File: src/rtl/core/mabf_pkg.sv
// ----------------------------------------------------------------------------
// Alpha-beta filter package
// Widths, codes, transaction types and saturation helper of the filter core.
// ----------------------------------------------------------------------------
`timescale 1ns / 1ps

package mabf_pkg;

  localparam int CHANNELS  = 16;
  localparam int CH_W      = (CHANNELS > 1) ? $clog2(CHANNELS) : 1;
  localparam int CHAN_IN_W = 10;
  localparam int OP_W      = 2;
  localparam int SAMPLE_W  = 16;
  localparam int ALPHA_W   = 17;
  localparam int VGAIN_W   = 24;
  localparam int DT_W      = 24;
  localparam int Q_W       = 40;
  localparam int FRAC_W    = 16;

  localparam int PIECE_W   = Q_W / 2;
  localparam int MUL_A_W   = VGAIN_W + 1;
  localparam int MUL_B_W   = PIECE_W + 1;
  localparam int PROD_W    = MUL_A_W + MUL_B_W;
  localparam int ACC_W     = VGAIN_W + Q_W + 1;
  localparam int TERM_W    = ACC_W - FRAC_W;
  localparam int SUM_W     = TERM_W + 3;

  localparam int QUEUE_DEPTH = 2;
  localparam int QP_W        = (QUEUE_DEPTH > 1) ? $clog2(QUEUE_DEPTH) : 1;
  localparam int QC_W        = $clog2(QUEUE_DEPTH + 1);

  localparam int APB_W  = 32;
  localparam int ADDR_W = 2;
  localparam logic [ADDR_W-1:0] ADDR_DELTA_T = 2'd0;
  localparam logic [DT_W-1:0]   DELTA_T_RESET = 24'd65536;

  localparam logic [OP_W-1:0] OP_SAMPLE  = 2'd0;
  localparam logic [OP_W-1:0] OP_RESTART = 2'd1;
  localparam logic [OP_W-1:0] OP_COEF    = 2'd2;

  localparam logic signed [ACC_W-1:0] ROUND_HALF =
    {{(ACC_W-FRAC_W){1'b0}}, 1'b1, {(FRAC_W-1){1'b0}}};
  localparam logic signed [Q_W-1:0] Q_MAX = {1'b0, {(Q_W-1){1'b1}}};
  localparam logic signed [Q_W-1:0] Q_MIN = {1'b1, {(Q_W-1){1'b0}}};
  localparam logic signed [SUM_W-1:0] Q_MAX_EXT = {{(SUM_W-Q_W+1){1'b0}}, {(Q_W-1){1'b1}}};
  localparam logic signed [SUM_W-1:0] Q_MIN_EXT = {{(SUM_W-Q_W+1){1'b1}}, {(Q_W-1){1'b0}}};

  typedef enum logic [1:0] {
    KIND_SAMPLE,
    KIND_RESTART,
    KIND_COEF
  } kind_t;

  typedef struct packed {
    kind_t                      kind;
    logic [CH_W-1:0]            ch;
    logic signed [SAMPLE_W-1:0] sample;
    logic [ALPHA_W-1:0]         alpha;
    logic [VGAIN_W-1:0]         vgain;
  } cmd_t;

  typedef enum logic [3:0] {
    B_IDLE,
    B_READ,
    B_VLO,
    B_VHI,
    B_ALO,
    B_AHI,
    B_DLO,
    B_DHI,
    B_POS
  } back_state_t;

  function automatic logic signed [Q_W-1:0] sat_q(input logic signed [SUM_W-1:0] v);
    logic signed [Q_W-1:0] r;
    if (v > Q_MAX_EXT) begin
      r = Q_MAX;
    end else if (v < Q_MIN_EXT) begin
      r = Q_MIN;
    end else begin
      r = v[Q_W-1:0];
    end
    return r;
  endfunction

endpackage

File: src/rtl/core/mabf_front.sv
// ----------------------------------------------------------------------------
// Alpha-beta filter front end
// Accepts transactions, drops unused ops and sample or gain writes to
// out-of-range channels, queues the rest for the back end.
// ----------------------------------------------------------------------------
`timescale 1ns / 1ps

module mabf_front (
  input  logic                                 clk,
  input  logic                                 rst,
  input  logic                                 in_valid,
  output logic                                 in_stall,
  input  logic [mabf_pkg::OP_W-1:0]            op,
  input  logic [mabf_pkg::CHAN_IN_W-1:0]       channel,
  input  logic signed [mabf_pkg::SAMPLE_W-1:0] sample,
  input  logic [mabf_pkg::ALPHA_W-1:0]         alpha_gain,
  input  logic [mabf_pkg::VGAIN_W-1:0]         velocity_gain,
  output logic                                 cmd_valid,
  input  logic                                 cmd_ready,
  output mabf_pkg::cmd_t                       cmd
);

  mabf_pkg::cmd_t                queue [mabf_pkg::QUEUE_DEPTH];
  logic [mabf_pkg::QP_W-1:0]     wr_ptr;
  logic [mabf_pkg::QP_W-1:0]     rd_ptr;
  logic [mabf_pkg::QC_W-1:0]     count;
  logic                          in_range;
  logic                          keep;
  mabf_pkg::kind_t               kind;
  mabf_pkg::cmd_t                entry;
  logic                          push;
  logic                          pop;

  assign in_range = ({1'b0, channel} < (mabf_pkg::CHAN_IN_W + 1)'(mabf_pkg::CHANNELS));

  always_comb begin
    unique case (op)
      mabf_pkg::OP_SAMPLE: begin
        keep = in_range;
        kind = mabf_pkg::KIND_SAMPLE;
      end
      mabf_pkg::OP_RESTART: begin
        keep = 1'b1;
        kind = mabf_pkg::KIND_RESTART;
      end
      mabf_pkg::OP_COEF: begin
        keep = in_range;
        kind = mabf_pkg::KIND_COEF;
      end
      default: begin
        keep = 1'b0;
        kind = mabf_pkg::KIND_SAMPLE;
      end
    endcase
  end

  always_comb begin
    entry.kind   = kind;
    entry.ch     = channel[mabf_pkg::CH_W-1:0];
    entry.sample = sample;
    entry.alpha  = alpha_gain;
    entry.vgain  = velocity_gain;
  end

  assign in_stall  = (count == mabf_pkg::QC_W'(mabf_pkg::QUEUE_DEPTH));
  assign push      = in_valid && !in_stall && keep;
  assign cmd_valid = (count != '0);
  assign pop       = cmd_valid && cmd_ready;
  assign cmd       = queue[rd_ptr];

  always_ff @(posedge clk) begin
    if (push) begin
      queue[wr_ptr] <= entry;
    end
  end

  always_ff @(posedge clk) begin
    if (rst) begin
      wr_ptr <= '0;
      rd_ptr <= '0;
      count  <= '0;
    end else begin
      if (push) begin
        wr_ptr <= wr_ptr + mabf_pkg::QP_W'(1);
      end
      if (pop) begin
        rd_ptr <= rd_ptr + mabf_pkg::QP_W'(1);
      end
      unique case ({push, pop})
        2'b10:   count <= count + mabf_pkg::QC_W'(1);
        2'b01:   count <= count - mabf_pkg::QC_W'(1);
        default: count <= count;
      endcase
    end
  end

endmodule

File: config.mk
export PLATFORM = sky130hd
export DESIGN_NAME = mabf_front
export DESIGN_NICKNAME = d
export VERILOG_FILES = /design/src/rtl/core/mabf_pkg.sv /design/src/rtl/core/mabf_front.sv
export SDC_FILE = /design/constraint.sdc
export NUM_CORES = 1
export LEC_CHECK = 0
export BUFFER_PORTS_ARGS = -buffer_cell sky130_fd_sc_hd__buf_2
export CORE_MARGIN = 2
export CORE_UTILIZATION = 50
export DETAILED_ROUTE_END_ITERATION = 16
export PLACE_DENSITY = 0.77
export SLEW_MARGIN = 20
export SYNTH_ARGS = -nofsm -noshare
export SYNTH_HDL_FRONTEND = slang
export SYNTH_SLANG_ARGS = --single-unit
File: constraint.sdc
create_clock -name clk -period 7.2 [get_ports clk]
set_input_delay 1.08 -clock clk [delete_from_list [all_inputs] [get_ports clk]]
set_output_delay 1.08 -clock clk [all_outputs]
set_load 0.02 [all_outputs]
==> impl_metrics.ini <==
[synthesis]
synth_edf_count = 126
syn_nets = 302
syn_area_um2 = 4790
ys_seq_area_share_pct = 81.1
synth_area_leader_cell = edfxtp_1
ys_types = 20
synth_top_area_share_pct = 79.0
ys_async_sr_fraction_pct = 0
syn_avg_cell_area_um2 = 21.0
ys_top_cells_by_area = edfxtp_1 79%, mux2_2 9.6%, mux2_1 5.2%
ys_ff_latch = 131
syn_inst = 228
synth_ff_type = edfxtp_1
yosysWarnings = 0
yosysMostFrequentCell = edfxtp_1
synth_common_cells = 126 x edfxtp_1, 41 x mux2_2, 22 x mux2_1

[grt]
grt_max_degree = 56
grt_pass1_vias = 2548
grt_overflow = 0
antenna_found_initial = 1
grt_pass1_wl_mm = 12.3
grt_util_all_layers_pct = 16.4

[timing]
fmax_ghz = 0.288
period_share_pct = 48.1
tightest_slew_ns = 0.738
final_hold_viol_count = 0
final_max_slew_viol_count = 0
rsz0062_at_grt = false
slew_headroom_pct = 50.8
period_minus_slack_ns = 3.47
skew_ns = 0.00778
finalSetupTns_ns = 0
timing.hold.ws_ns = 0.493
setup-violations-final = 0

[floorplanning]
rows = 35
start_util_pct = 51.6
die-area_um2 = 10400
io_pins = 138
fp.dieW_um = 102
die_y_um = 102
core_area_um2 = 9280

[critical_path]
required_ns = 6.12
endpoint_kind = output pin
r2r_cells = 5
worst-setup-path-type = register to output pin
cp_data_arrival_time_ns = 2.39
start_kind = register
cp_max_fo = 34

[power_and_ir_drop]
switching_share_pct = 22.6
power.internal_mw = 1.56
seq_power_share_pct = 43.6
peakVddDrop_mv = 0.171
comb_power_share_pct = 12.1
switchingPower_uw = 457
power_density_nw_per_um2 = 322
clkPwrFrac_pct = 44.4
power_mw = 2.02
power_leakage_nw = 2.34

[cts]
cts_resized = 0
cts_tree = built
clk_pin_slew_ns = 0.06
h-tree-depth = 4
cts_buffer_depth = 2
holdBufCountCts = 0
cts.sinks = 131
cts-buffers-inserted = 17
insertion_delay_ns = 0.50
clock-root-buffer = clkbuf_8
postCtsSetupBuffers = 0

[cells_and_area]
diodes = 0
synthToLayoutAreaGrowth_pct = 30.7
nFillCells = 679
nets = 454
drive_gt1_share_pct = 54.6

[routing]
ant_nets = 0
drc = 0
wire_per_inst_um = 16.0
routed_via_density = 4.83
first_pass_iters = 4
wl_mm = 8.34
drt_iter0_markers = 99
via_count = 2514

[placement]
port_buffers = 137
gp_congestion = 0.704
hpwl_mm = 5.23

[status]
status = finished clean

[worst_hold_path]
whs_path_depth = 2
hp-class = register to register

[job]
max_cap_viol_count = 0
-- power by group through the flow --
stage	sequential, mW	clock, mW	combinational, mW
after floorplan	0.881	0	0.172
after global placement	0.894	0	0.242
after detailed placement	0.895	0	0.245
after CTS	0.879	0.911	0.248
after global routing	0.882	0.946	0.262
final	0.879	0.895	0.244
-- layer usage --
layer	track usage, %	vias to the layer above	part of all wire, %
li1	-	1198	-
met1	20.2	1216	44
met2	26.0	89	48
met3	7.32	9	7.0
met4	5.85	2	0.79
met5	0	-	0.084
-- worst max-delay path: stages (launching register included) --
cell	delay, ns
dfxtp_2	0.78
buf_4	0.52
mux2_2	0.41
buf_2	0.16
-- cell usage in the layout (no fill, tap or decap), types with 3 or more instances in the layout --
master       n
buf_2      137
edfxtp_1   126
mux2_2      41
mux2_1      22
clkbuf_16   16
bufinv_16    5
dfxtp_1      4
a21oi_1      3
nor2_1       3
clkinv_4     3
buf_4        3
-- metrics by stage --
stage	util, %	setup WS, ns	instances	cell area, um^2
3_3_place_gp	60.7	4.05	490	5630
5_1_grt	67.4	3.57	521	6260
6_report	67.4	3.73	521	6260
4_1_cts	67.4	3.66	521	6260
3_5_place_dp	60.7	4.01	490	5630
2_1_floorplan	-	2.40	228	4790
-- area by class of cell --
| cell class | count | area (um^2) | area share, % |
|---|---|---|---|
| repair buffers | 140 | 708 | 11.3 |
| clock inverters | 13 | 209 | 3.34 |
| multi-input cells | 87 | 867 | 13.9 |
| well taps | 129 | 161 | 2.58 |
| inverters | 3 | 11.3 | 0.180 |
| flip-flops and latches | 131 | 3880 | 62.1 |
| clock buffers | 18 | 418 | 6.68 |
-- state kept, by name, indices dropped and copies added, names as in the netlist, named ones only --
register	flops
wr_ptr	1
count	2
rd_ptr	1
queue	126
-- path summary, 6_finish.rpt --
| path | from | to | slack (ns) |
|---|---|---|---|
| worst min register to register | wr_ptr$_SDFFE_PP0N_ | wr_ptr$_SDFFE_PP0N_ | 0.49 |
| worst max-delay path | register | cmd[58] | 3.73 |
| worst max register to register | count[0]$_SDFFE_PP0P_ | queue[1][13]$_DFFE_PP_ | 5.02 |
| worst min-delay path | wr_ptr$_SDFFE_PP0N_ | wr_ptr$_SDFFE_PP0N_ | 0.49 |
-- logic make-up (layout without fill, tap and decap cells) --
| kind of cell | after synthesis | after routing | share of synthesized area (%) |
|---|---|---|---|
| buffers and inverters | 10 | 174 | 0.966 |
| XOR/XNOR | 3 | 3 | 0.549 |
| adder cells (fa/ha/maj) | 1 | 1 | 0.261 |
| AO/OA/AOI/OAI | 5 | 5 | 0.522 |
| multiplexers | 63 | 63 | 14.8 |
| AND/OR/NAND/NOR | 15 | 15 | 1.80 |
| flip-flops | 131 | 131 | 81.1 |
No activity file was read; power rests on OpenSTA's default activity.
