--- src/rtl/core/mabf_pkg.sv ---
// ----------------------------------------------------------------------------
// Alpha-beta filter package
// Widths, codes, transaction types and saturation helper of the filter core.
// ----------------------------------------------------------------------------
`timescale 1ns / 1ps

package mabf_pkg;

  localparam int CHANNELS  = 16;
  localparam int CH_W      = (CHANNELS > 1) ? $clog2(CHANNELS) : 1;
  localparam int CHAN_IN_W = 10;
  localparam int OP_W      = 2;
  localparam int SAMPLE_W  = 16;
  localparam int ALPHA_W   = 17;
  localparam int VGAIN_W   = 24;
  localparam int DT_W      = 24;
  localparam int Q_W       = 40;
  localparam int FRAC_W    = 16;

  localparam int PIECE_W   = Q_W / 2;
  localparam int MUL_A_W   = VGAIN_W + 1;
  localparam int MUL_B_W   = PIECE_W + 1;
  localparam int PROD_W    = MUL_A_W + MUL_B_W;
  localparam int ACC_W     = VGAIN_W + Q_W + 1;
  localparam int TERM_W    = ACC_W - FRAC_W;
  localparam int SUM_W     = TERM_W + 3;

  localparam int QUEUE_DEPTH = 2;
  localparam int QP_W        = (QUEUE_DEPTH > 1) ? $clog2(QUEUE_DEPTH) : 1;
  localparam int QC_W        = $clog2(QUEUE_DEPTH + 1);

  localparam int APB_W  = 32;
  localparam int ADDR_W = 2;
  localparam logic [ADDR_W-1:0] ADDR_DELTA_T = 2'd0;
  localparam logic [DT_W-1:0]   DELTA_T_RESET = 24'd65536;

  localparam logic [OP_W-1:0] OP_SAMPLE  = 2'd0;
  localparam logic [OP_W-1:0] OP_RESTART = 2'd1;
  localparam logic [OP_W-1:0] OP_COEF    = 2'd2;

  localparam logic signed [ACC_W-1:0] ROUND_HALF =
    {{(ACC_W-FRAC_W){1'b0}}, 1'b1, {(FRAC_W-1){1'b0}}};
  localparam logic signed [Q_W-1:0] Q_MAX = {1'b0, {(Q_W-1){1'b1}}};
  localparam logic signed [Q_W-1:0] Q_MIN = {1'b1, {(Q_W-1){1'b0}}};
  localparam logic signed [SUM_W-1:0] Q_MAX_EXT = {{(SUM_W-Q_W+1){1'b0}}, {(Q_W-1){1'b1}}};
  localparam logic signed [SUM_W-1:0] Q_MIN_EXT = {{(SUM_W-Q_W+1){1'b1}}, {(Q_W-1){1'b0}}};

  typedef enum logic [1:0] {
    KIND_SAMPLE,
    KIND_RESTART,
    KIND_COEF
  } kind_t;

  typedef struct packed {
    kind_t                      kind;
    logic [CH_W-1:0]            ch;
    logic signed [SAMPLE_W-1:0] sample;
    logic [ALPHA_W-1:0]         alpha;
    logic [VGAIN_W-1:0]         vgain;
  } cmd_t;

  typedef enum logic [3:0] {
    B_IDLE,
    B_READ,
    B_VLO,
    B_VHI,
    B_ALO,
    B_AHI,
    B_DLO,
    B_DHI,
    B_POS
  } back_state_t;

  function automatic logic signed [Q_W-1:0] sat_q(input logic signed [SUM_W-1:0] v);
    logic signed [Q_W-1:0] r;
    if (v > Q_MAX_EXT) begin
      r = Q_MAX;
    end else if (v < Q_MIN_EXT) begin
      r = Q_MIN;
    end else begin
      r = v[Q_W-1:0];
    end
    return r;
  endfunction

endpackage

--- src/rtl/core/mabf_ram.sv ---
// ----------------------------------------------------------------------------
// Generic RAM
// One write port, one read port with registered read data.
// ----------------------------------------------------------------------------
`timescale 1ns / 1ps

module mabf_ram #(
  parameter int WIDTH = 8,
  parameter int DEPTH = 16
) (
  input  logic                                   clk,
  input  logic                                   we,
  input  logic [((DEPTH > 1) ? $clog2(DEPTH) : 1)-1:0] waddr,
  input  logic [WIDTH-1:0]                       wdata,
  input  logic [((DEPTH > 1) ? $clog2(DEPTH) : 1)-1:0] raddr,
  output logic [WIDTH-1:0]                       rdata
);

  logic [WIDTH-1:0] mem [DEPTH];

  always_ff @(posedge clk) begin
    if (we) begin
      mem[waddr] <= wdata;
    end
    rdata <= mem[raddr];
  end

endmodule

--- src/rtl/core/mabf_back.sv ---
// ----------------------------------------------------------------------------
// Alpha-beta filter back end
// Executes queued transactions: restart, gain write and the per-channel
// update on one shared 25x21 multiplier, with an output register.
// ----------------------------------------------------------------------------
`timescale 1ns / 1ps

module mabf_back (
  input  logic                                 clk,
  input  logic                                 rst,
  input  logic                                 cmd_valid,
  output logic                                 cmd_ready,
  input  mabf_pkg::cmd_t                       cmd,
  input  logic [mabf_pkg::DT_W-1:0]            delta_t,
  output logic                                 out_valid,
  input  logic                                 out_stall,
  output logic [mabf_pkg::CHAN_IN_W-1:0]       out_channel,
  output logic signed [mabf_pkg::Q_W-1:0]      position_estimate,
  output logic signed [mabf_pkg::Q_W-1:0]      velocity_estimate
);

  localparam int PV_W = 2 * mabf_pkg::Q_W;
  localparam int G_W  = mabf_pkg::ALPHA_W + mabf_pkg::VGAIN_W;

  mabf_pkg::back_state_t state;
  mabf_pkg::back_state_t state_next;
  mabf_pkg::cmd_t        cur;

  logic [mabf_pkg::CHANNELS-1:0] started;
  logic [mabf_pkg::CHANNELS-1:0] coef_ok;

  logic                      out_free;
  logic                      pv_we;
  logic                      gain_we;
  logic [mabf_pkg::CH_W-1:0] rd_addr;
  logic [PV_W-1:0]           pv_rdata;
  logic [G_W-1:0]            gain_rdata;

  logic signed [mabf_pkg::Q_W-1:0]  sq;
  logic signed [mabf_pkg::Q_W-1:0]  pos_rd;
  logic signed [mabf_pkg::Q_W-1:0]  vel_rd;
  logic signed [mabf_pkg::Q_W-1:0]  pos0_c;
  logic signed [mabf_pkg::Q_W-1:0]  vel0_c;
  logic signed [mabf_pkg::Q_W-1:0]  diff_c;
  logic [mabf_pkg::ALPHA_W-1:0]     alpha_c;
  logic [mabf_pkg::VGAIN_W-1:0]     vgain_c;

  logic signed [mabf_pkg::Q_W-1:0]  pos0;
  logic signed [mabf_pkg::Q_W-1:0]  vel0;
  logic signed [mabf_pkg::Q_W-1:0]  diff;
  logic [mabf_pkg::ALPHA_W-1:0]     alpha_r;
  logic [mabf_pkg::VGAIN_W-1:0]     vgain_r;
  logic signed [mabf_pkg::Q_W-1:0]  vel_new;
  logic signed [mabf_pkg::Q_W-1:0]  vel_new_c;
  logic signed [mabf_pkg::Q_W-1:0]  pos_new_c;

  logic [mabf_pkg::VGAIN_W-1:0]       mul_gain;
  logic signed [mabf_pkg::Q_W-1:0]    mul_src;
  logic                               mul_hi;
  logic signed [mabf_pkg::MUL_A_W-1:0] mul_a;
  logic signed [mabf_pkg::MUL_B_W-1:0] mul_b;
  logic signed [mabf_pkg::PROD_W-1:0]  prod;
  logic signed [mabf_pkg::ACC_W-1:0]   acc;
  logic signed [mabf_pkg::ACC_W-1:0]   sum_hi;
  logic signed [mabf_pkg::TERM_W-1:0]  term_c;
  logic signed [mabf_pkg::TERM_W-1:0]  vterm;
  logic signed [mabf_pkg::TERM_W-1:0]  aterm;
  logic signed [mabf_pkg::TERM_W-1:0]  dterm;

  mabf_ram #(.WIDTH(PV_W), .DEPTH(mabf_pkg::CHANNELS)) u_pv_ram (
    .clk   (clk),
    .we    (pv_we),
    .waddr (cur.ch),
    .wdata ({pos_new_c, vel_new}),
    .raddr (rd_addr),
    .rdata (pv_rdata)
  );

  mabf_ram #(.WIDTH(G_W), .DEPTH(mabf_pkg::CHANNELS)) u_gain_ram (
    .clk   (clk),
    .we    (gain_we),
    .waddr (cmd.ch),
    .wdata ({cmd.alpha, cmd.vgain}),
    .raddr (rd_addr),
    .rdata (gain_rdata)
  );

  // next state
  always_comb begin
    state_next = state;
    unique case (state)
      mabf_pkg::B_IDLE: begin
        if (cmd_valid && (cmd.kind == mabf_pkg::KIND_SAMPLE)) begin
          state_next = mabf_pkg::B_READ;
        end
      end
      mabf_pkg::B_READ: state_next = mabf_pkg::B_VLO;
      mabf_pkg::B_VLO:  state_next = mabf_pkg::B_VHI;
      mabf_pkg::B_VHI:  state_next = mabf_pkg::B_ALO;
      mabf_pkg::B_ALO:  state_next = mabf_pkg::B_AHI;
      mabf_pkg::B_AHI:  state_next = mabf_pkg::B_DLO;
      mabf_pkg::B_DLO:  state_next = mabf_pkg::B_DHI;
      mabf_pkg::B_DHI:  state_next = mabf_pkg::B_POS;
      mabf_pkg::B_POS: begin
        if (out_free) begin
          state_next = mabf_pkg::B_IDLE;
        end
      end
      default: state_next = mabf_pkg::B_IDLE;
    endcase
  end

  // state outputs
  always_comb begin
    cmd_ready = (state == mabf_pkg::B_IDLE);
    rd_addr   = (state == mabf_pkg::B_IDLE) ? cmd.ch : cur.ch;
    gain_we   = (state == mabf_pkg::B_IDLE) && cmd_valid &&
                (cmd.kind == mabf_pkg::KIND_COEF);
    pv_we     = (state == mabf_pkg::B_POS) && out_free;
    mul_hi    = (state == mabf_pkg::B_VHI) || (state == mabf_pkg::B_AHI) ||
                (state == mabf_pkg::B_DHI);
    unique case (state)
      mabf_pkg::B_VLO, mabf_pkg::B_VHI: begin
        mul_gain = vgain_r;
        mul_src  = diff;
      end
      mabf_pkg::B_ALO, mabf_pkg::B_AHI: begin
        mul_gain = mabf_pkg::VGAIN_W'(alpha_r);
        mul_src  = diff;
      end
      mabf_pkg::B_DLO, mabf_pkg::B_DHI: begin
        mul_gain = delta_t;
        mul_src  = vel_new;
      end
      default: begin
        mul_gain = '0;
        mul_src  = diff;
      end
    endcase
  end

  assign out_free = !out_valid || !out_stall;

  // operand fetch
  always_comb begin
    sq      = mabf_pkg::Q_W'(cur.sample) <<< mabf_pkg::FRAC_W;
    pos_rd  = pv_rdata[PV_W-1:mabf_pkg::Q_W];
    vel_rd  = pv_rdata[mabf_pkg::Q_W-1:0];
    pos0_c  = started[cur.ch] ? pos_rd : sq;
    vel0_c  = started[cur.ch] ? vel_rd : '0;
    alpha_c = coef_ok[cur.ch] ? gain_rdata[G_W-1:mabf_pkg::VGAIN_W] : '0;
    vgain_c = coef_ok[cur.ch] ? gain_rdata[mabf_pkg::VGAIN_W-1:0] : '0;
    diff_c  = mabf_pkg::sat_q(mabf_pkg::SUM_W'(sq) - mabf_pkg::SUM_W'(pos0_c));
  end

  // gain times a 40-bit value in two 20-bit halves, round half up added on the low pass
  always_comb begin
    mul_a  = {1'b0, mul_gain};
    mul_b  = mul_hi ? {mul_src[mabf_pkg::Q_W-1], mul_src[mabf_pkg::Q_W-1:mabf_pkg::PIECE_W]}
                    : {1'b0, mul_src[mabf_pkg::PIECE_W-1:0]};
    prod   = mul_a * mul_b;
    sum_hi = acc + (mabf_pkg::ACC_W'(prod) <<< mabf_pkg::PIECE_W);
    term_c = sum_hi[mabf_pkg::ACC_W-1:mabf_pkg::FRAC_W];
  end

  assign vel_new_c = mabf_pkg::sat_q(mabf_pkg::SUM_W'(vel0) + mabf_pkg::SUM_W'(vterm));
  assign pos_new_c = mabf_pkg::sat_q(mabf_pkg::SUM_W'(pos0) + mabf_pkg::SUM_W'(aterm) +
                                     mabf_pkg::SUM_W'(dterm));

  always_ff @(posedge clk) begin
    if ((state == mabf_pkg::B_IDLE) && cmd_valid) begin
      cur <= cmd;
    end
    if (state == mabf_pkg::B_READ) begin
      pos0    <= pos0_c;
      vel0    <= vel0_c;
      diff    <= diff_c;
      alpha_r <= alpha_c;
      vgain_r <= vgain_c;
    end
    if (!mul_hi) begin
      acc <= mabf_pkg::ACC_W'(prod) + mabf_pkg::ROUND_HALF;
    end
    if (state == mabf_pkg::B_VHI) begin
      vterm <= term_c;
    end
    if (state == mabf_pkg::B_ALO) begin
      vel_new <= vel_new_c;
    end
    if (state == mabf_pkg::B_AHI) begin
      aterm <= term_c;
    end
    if (state == mabf_pkg::B_DHI) begin
      dterm <= term_c;
    end
    if (pv_we) begin
      out_channel       <= mabf_pkg::CHAN_IN_W'(cur.ch);
      position_estimate <= pos_new_c;
      velocity_estimate <= vel_new;
    end
  end

  always_ff @(posedge clk) begin
    if (rst) begin
      state     <= mabf_pkg::B_IDLE;
      started   <= '0;
      coef_ok   <= '0;
      out_valid <= 1'b0;
    end else begin
      state <= state_next;
      if ((state == mabf_pkg::B_IDLE) && cmd_valid &&
          (cmd.kind == mabf_pkg::KIND_RESTART)) begin
        started <= '0;
      end else if (pv_we) begin
        started[cur.ch] <= 1'b1;
      end
      if (gain_we) begin
        coef_ok[cmd.ch] <= 1'b1;
      end
      if (pv_we) begin
        out_valid <= 1'b1;
      end else if (!out_stall) begin
        out_valid <= 1'b0;
      end
    end
  end

endmodule

--- config.mk ---
export PLATFORM = sky130hd
export DESIGN_NAME = mabf_back
export DESIGN_NICKNAME = d
export VERILOG_FILES = /design/src/rtl/core/mabf_pkg.sv /design/src/rtl/core/mabf_ram.sv /design/src/rtl/core/mabf_back.sv
export SDC_FILE = /design/constraint.sdc
export NUM_CORES = 2
export LEC_CHECK = 0
export ABC_AREA = 0
export BUFFER_PORTS_ARGS = -buffer_cell sky130_fd_sc_hd__buf_2
export CORE_ASPECT_RATIO = 2
export CORE_UTILIZATION = 64
export CTS_BUF_LIST = sky130_fd_sc_hd__clkbuf_4
export CTS_CLUSTER_DIAMETER = 30
export DETAILED_ROUTE_END_ITERATION = 10
export PLACE_DENSITY = 0.82
export SLEW_MARGIN = 40
export SYNTH_ARGS = -nofsm -noshare
export SYNTH_HDL_FRONTEND = slang
export SYNTH_SLANG_ARGS = --single-unit
--- constraint.sdc ---
create_clock -name clk -period 45.2 [get_ports clk]
set_input_delay 11.3 -clock clk [delete_from_list [all_inputs] [get_ports clk]]
set_output_delay 11.3 -clock clk [all_outputs]
set_load 0.02 [all_outputs]
==> flow_summary.toml <==
[placement]
hpwlAfterDp_mm = 254.5
weighted_congestion_at_the_end_of_routability_driven_global_placement = 1.016
placedCellCount = 10790
buffer_ports.inserted = 176

[setup_path]
timing.critical_path.required_ns = 46.15
crit_top_cell = "sky130_fd_sc_hd__fa_1"
critPathArrivalTime_ns = 21.63
cp-start-kind = "input pin"
timing.setup.critical_path_class = "in2reg"
endpoint_kind = "register"
slowest_stage = "sky130_fd_sc_hd__a41oi_1"
timing.critical_path.fanout_max = 11
crit_path_max_incr_delay_ns = 0.70

[power_and_ir_drop]
p_seq_share_pct = 45.7
switching_power_mw = 1.943
leakagePower_nw = 49.84
combinationalPowerShare_pct = 23.7
p_int_mw = 4.130
switching_share_pct = 32.00
irDropWorstVdd_mv = 0.05555
p_total_mw = 6.073
clock_power_share_pct = 30.6
powerDensity_nw_per_um2 = 44.57

[sta]
finalSetupTns_ns = 0
fmaxAchievable_mhz = 48.36
period_share_pct = 45.75
finalWorstPathRequiredPeriod_ns = 20.68
timing.final.hold_violations = 0
rsz0062_at_grt = "false"
max_slew.worst_pin.slew_ns = 0.9934
final.setup_skew_ns = 0.1398
drv_slew = 0
worst_slew_margin_rel_pct = 33.77
setup_viol = 0

[min_path]
worst_hold_path_type = "reg2reg"

[grt]
global_route_wire_length_before_repair_mm = 547.7
number_of_antenna_violations_at_the_first_check_in_global_routing = 25
grt.total_usage_pct = 39.69
largest_net_degree_at_the_start_of_global_routing = 139
globalRoute.totalOverflow = 0
number_of_global_route_vias_before_repair = 82920

[clock_network]
cts.htree.levels = 6
cts_setup_buffers = 0
cts_resized = 0
cts_num_sinks = 2577
buffer_cell_driving_the_clock_tree_root = "sky130_fd_sc_hd__clkbuf_4"
cts-root-to-sink-buffers = 4
holdBufCountCts = 0
cts_tree = "yes"
worst_setup_hold_path_clk_slew_ns = 0.08
tritoncts.num_buffers = 546
clk-insertion-delay-late_ns = 1.34

[drt]
routed_wire_length_per_instance_um = 32.62
routed_via_count = 79180
vias_per_cell = 6.702
detail_route.wirelength_mm = 385.4
route.antenna.remaining_nets = 0
drc_errors = 0
drt_pre_antenna_iters = 8
detail_route.iter0.violations = 9503

[final_layout]
fillerInstances = 12120
post_layout_nonfiller_instances = 11810
nets = 9743
areaGrowthSynthToFinish_pct = 10.27
layout-drive-gt1-share_pct = 20.80

[synth]
most_numerous_cell_in_the_yosys_netlist = "sky130_fd_sc_hd__edfxtp_1"
postSynthAreaPerCell_um2 = 14.91
synth_top_flop_cell = "sky130_fd_sc_hd__edfxtp_1"
netlist-cell-type-count = 88
synth.cell_area_um2 = 123600
netlist_top_cells_count = "sky130_fd_sc_hd__edfxtp_1, sky130_fd_sc_hd__nand2_1, sky130_fd_sc_hd__inv_1, sky130_fd_sc_hd__mux4_2, sky130_fd_sc_hd__fa_1"
ys_ff_latch = 2577
synthCells = 8288
synth_top_cells_by_area = "sky130_fd_sc_hd__edfxtp_1, sky130_fd_sc_hd__mux4_2, sky130_fd_sc_hd__fa_1"
synth_largest_type_area_fraction_pct = 58.78
synth-edff-count = 2419
async_flop_share_pct = 0
total_of_warnings_raised_by_yosys = 0
synth_top_area_cell = "sky130_fd_sc_hd__edfxtp_1"
synth_sequential_area_ratio_pct = 61.34

[floorplan]
die_height_um = 623.4
initial_core_util_pct = 64.56
fp.dieW_um = 312.7
top_level_ports = 183
dieArea_um2 = 195000
row_count = 227
placeableCoreArea_um2 = 191400

[flow_run]
max_cap_violations = 0

[outcome]
run_status = "completed"
## power groups by stage
| stage | clock network (mW) | logic, mW | registers (mW) |
|---|---|---|---|
| after detailed placement | 0 | 1.39 | 2.83 |
| final | 1.86 | 1.44 | 2.77 |
| after global routing | 1.96 | 1.50 | 2.77 |
| after floorplan | 0 | 0.809 | 2.80 |
| after global placement | 0 | 1.36 | 2.82 |
| after CTS | 1.87 | 1.40 | 2.77 |
## cell families after synthesis
family / after synthesis / synth area share, %
DFF: 2577 / 61.34
and+or+nand+nor: 1884 / 6.965
AOI/OAI and AO/OA: 1193 / 6.183
buffers and inverters: 1026 / 3.156
adders and majority gates: 827 / 11.21
muxes: 554 / 9.548
xor gates and xnor gates: 226 / 1.602
other: 1 / 0.003034
## placed cells by master, fill, tap and decap left out, types with 209 or more instances in the layout
master	count
sky130_fd_sc_hd__inv_1	615
sky130_fd_sc_hd__o21ai_0	209
sky130_fd_sc_hd__ha_1	354
sky130_fd_sc_hd__nand2_1	819
sky130_fd_sc_hd__a21oi_1	249
sky130_fd_sc_hd__mux4_2	495
sky130_fd_sc_hd__nor2_1	400
sky130_fd_sc_hd__clkbuf_4	778
sky130_fd_sc_hd__fa_1	468
sky130_fd_sc_hd__edfxtp_1	2419
## per-layer routing
metal,vias to the layer above,wire (um),global-route usage [%]
met5,-,92,0
met4,14,33580,30.99
met3,1522,37560,8.095
met2,5829,193300,66.73
met1,39570,120900,44.07
li1,32240,-,-
## flip-flops by register name, summed over array words and instances, names as in the netlist, 41 cells and up
| name | count |
|---|---|
| u_pv_ram.mem | 1280 |
| aterm | 49 |
| u_gain_ram.rdata | 41 |
| u_pv_ram.rdata | 80 |
| u_gain_ram.mem | 656 |
| dterm | 49 |
| vterm | 49 |
## path summary, 6_finish.rpt
check	slack, ns	from	cells past startpoint	to
worst max-delay path	24.52	delta_t[6]	36	aterm[48]$_DFFE_PP_
worst min register to register	0.46	u_gain_ram.rdata[40]$_DFF_P_	1	alpha_r[16]$_SDFFCE_PN0P_
worst max register to register	32.37	state[3]$_SDFFE_PP0P_	38	aterm[48]$_DFFE_PP_
worst min-delay path	0.46	u_gain_ram.rdata[40]$_DFF_P_	1	alpha_r[16]$_SDFFCE_PN0P_
## stage by stage
step | hold slack, ns | cell area (um2) | utilization (%) | worst slack (ns)
floorplan | 0.4348 | 123600 | - | 22.78
global route | 0.4850 | 136200 | 71.16 | 24.23
detailed placement | 0.4527 | 128600 | 67.17 | 23.31
global placement | 0.4419 | 128000 | 66.85 | 23.06
CTS | 0.4696 | 135900 | 71.00 | 24.63
finish | 0.4561 | 136300 | 71.19 | 24.52
## worst max-delay path: cells and delay by family
kind,cells,cell delay [ns]
buffers and inverters,8,0.78
AOI/OAI and AO/OA,11,3.66
muxes,1,0.23
adders and majority gates,9,4.28
xor gates and xnor gates,1,0.14
and+or+nand+nor,6,1.21
## layout make-up
class | instances | area [um2] | share of cell area (%)
Antenna cell | 30 | 75.07 | 0.05509
Clock buffer | 778 | 5841 | 4.286
Clock inverter | 205 | 1478 | 1.084
Inverter | 615 | 2308 | 1.694
Multi-Input combinational cell | 4690 | 44560 | 32.70
Sequential cell | 2577 | 75810 | 55.63
Tap cell | 2519 | 3152 | 2.313
Timing Repair Buffer | 400 | 3053 | 2.240
Note: power is estimated with default switching activity, not from simulation.
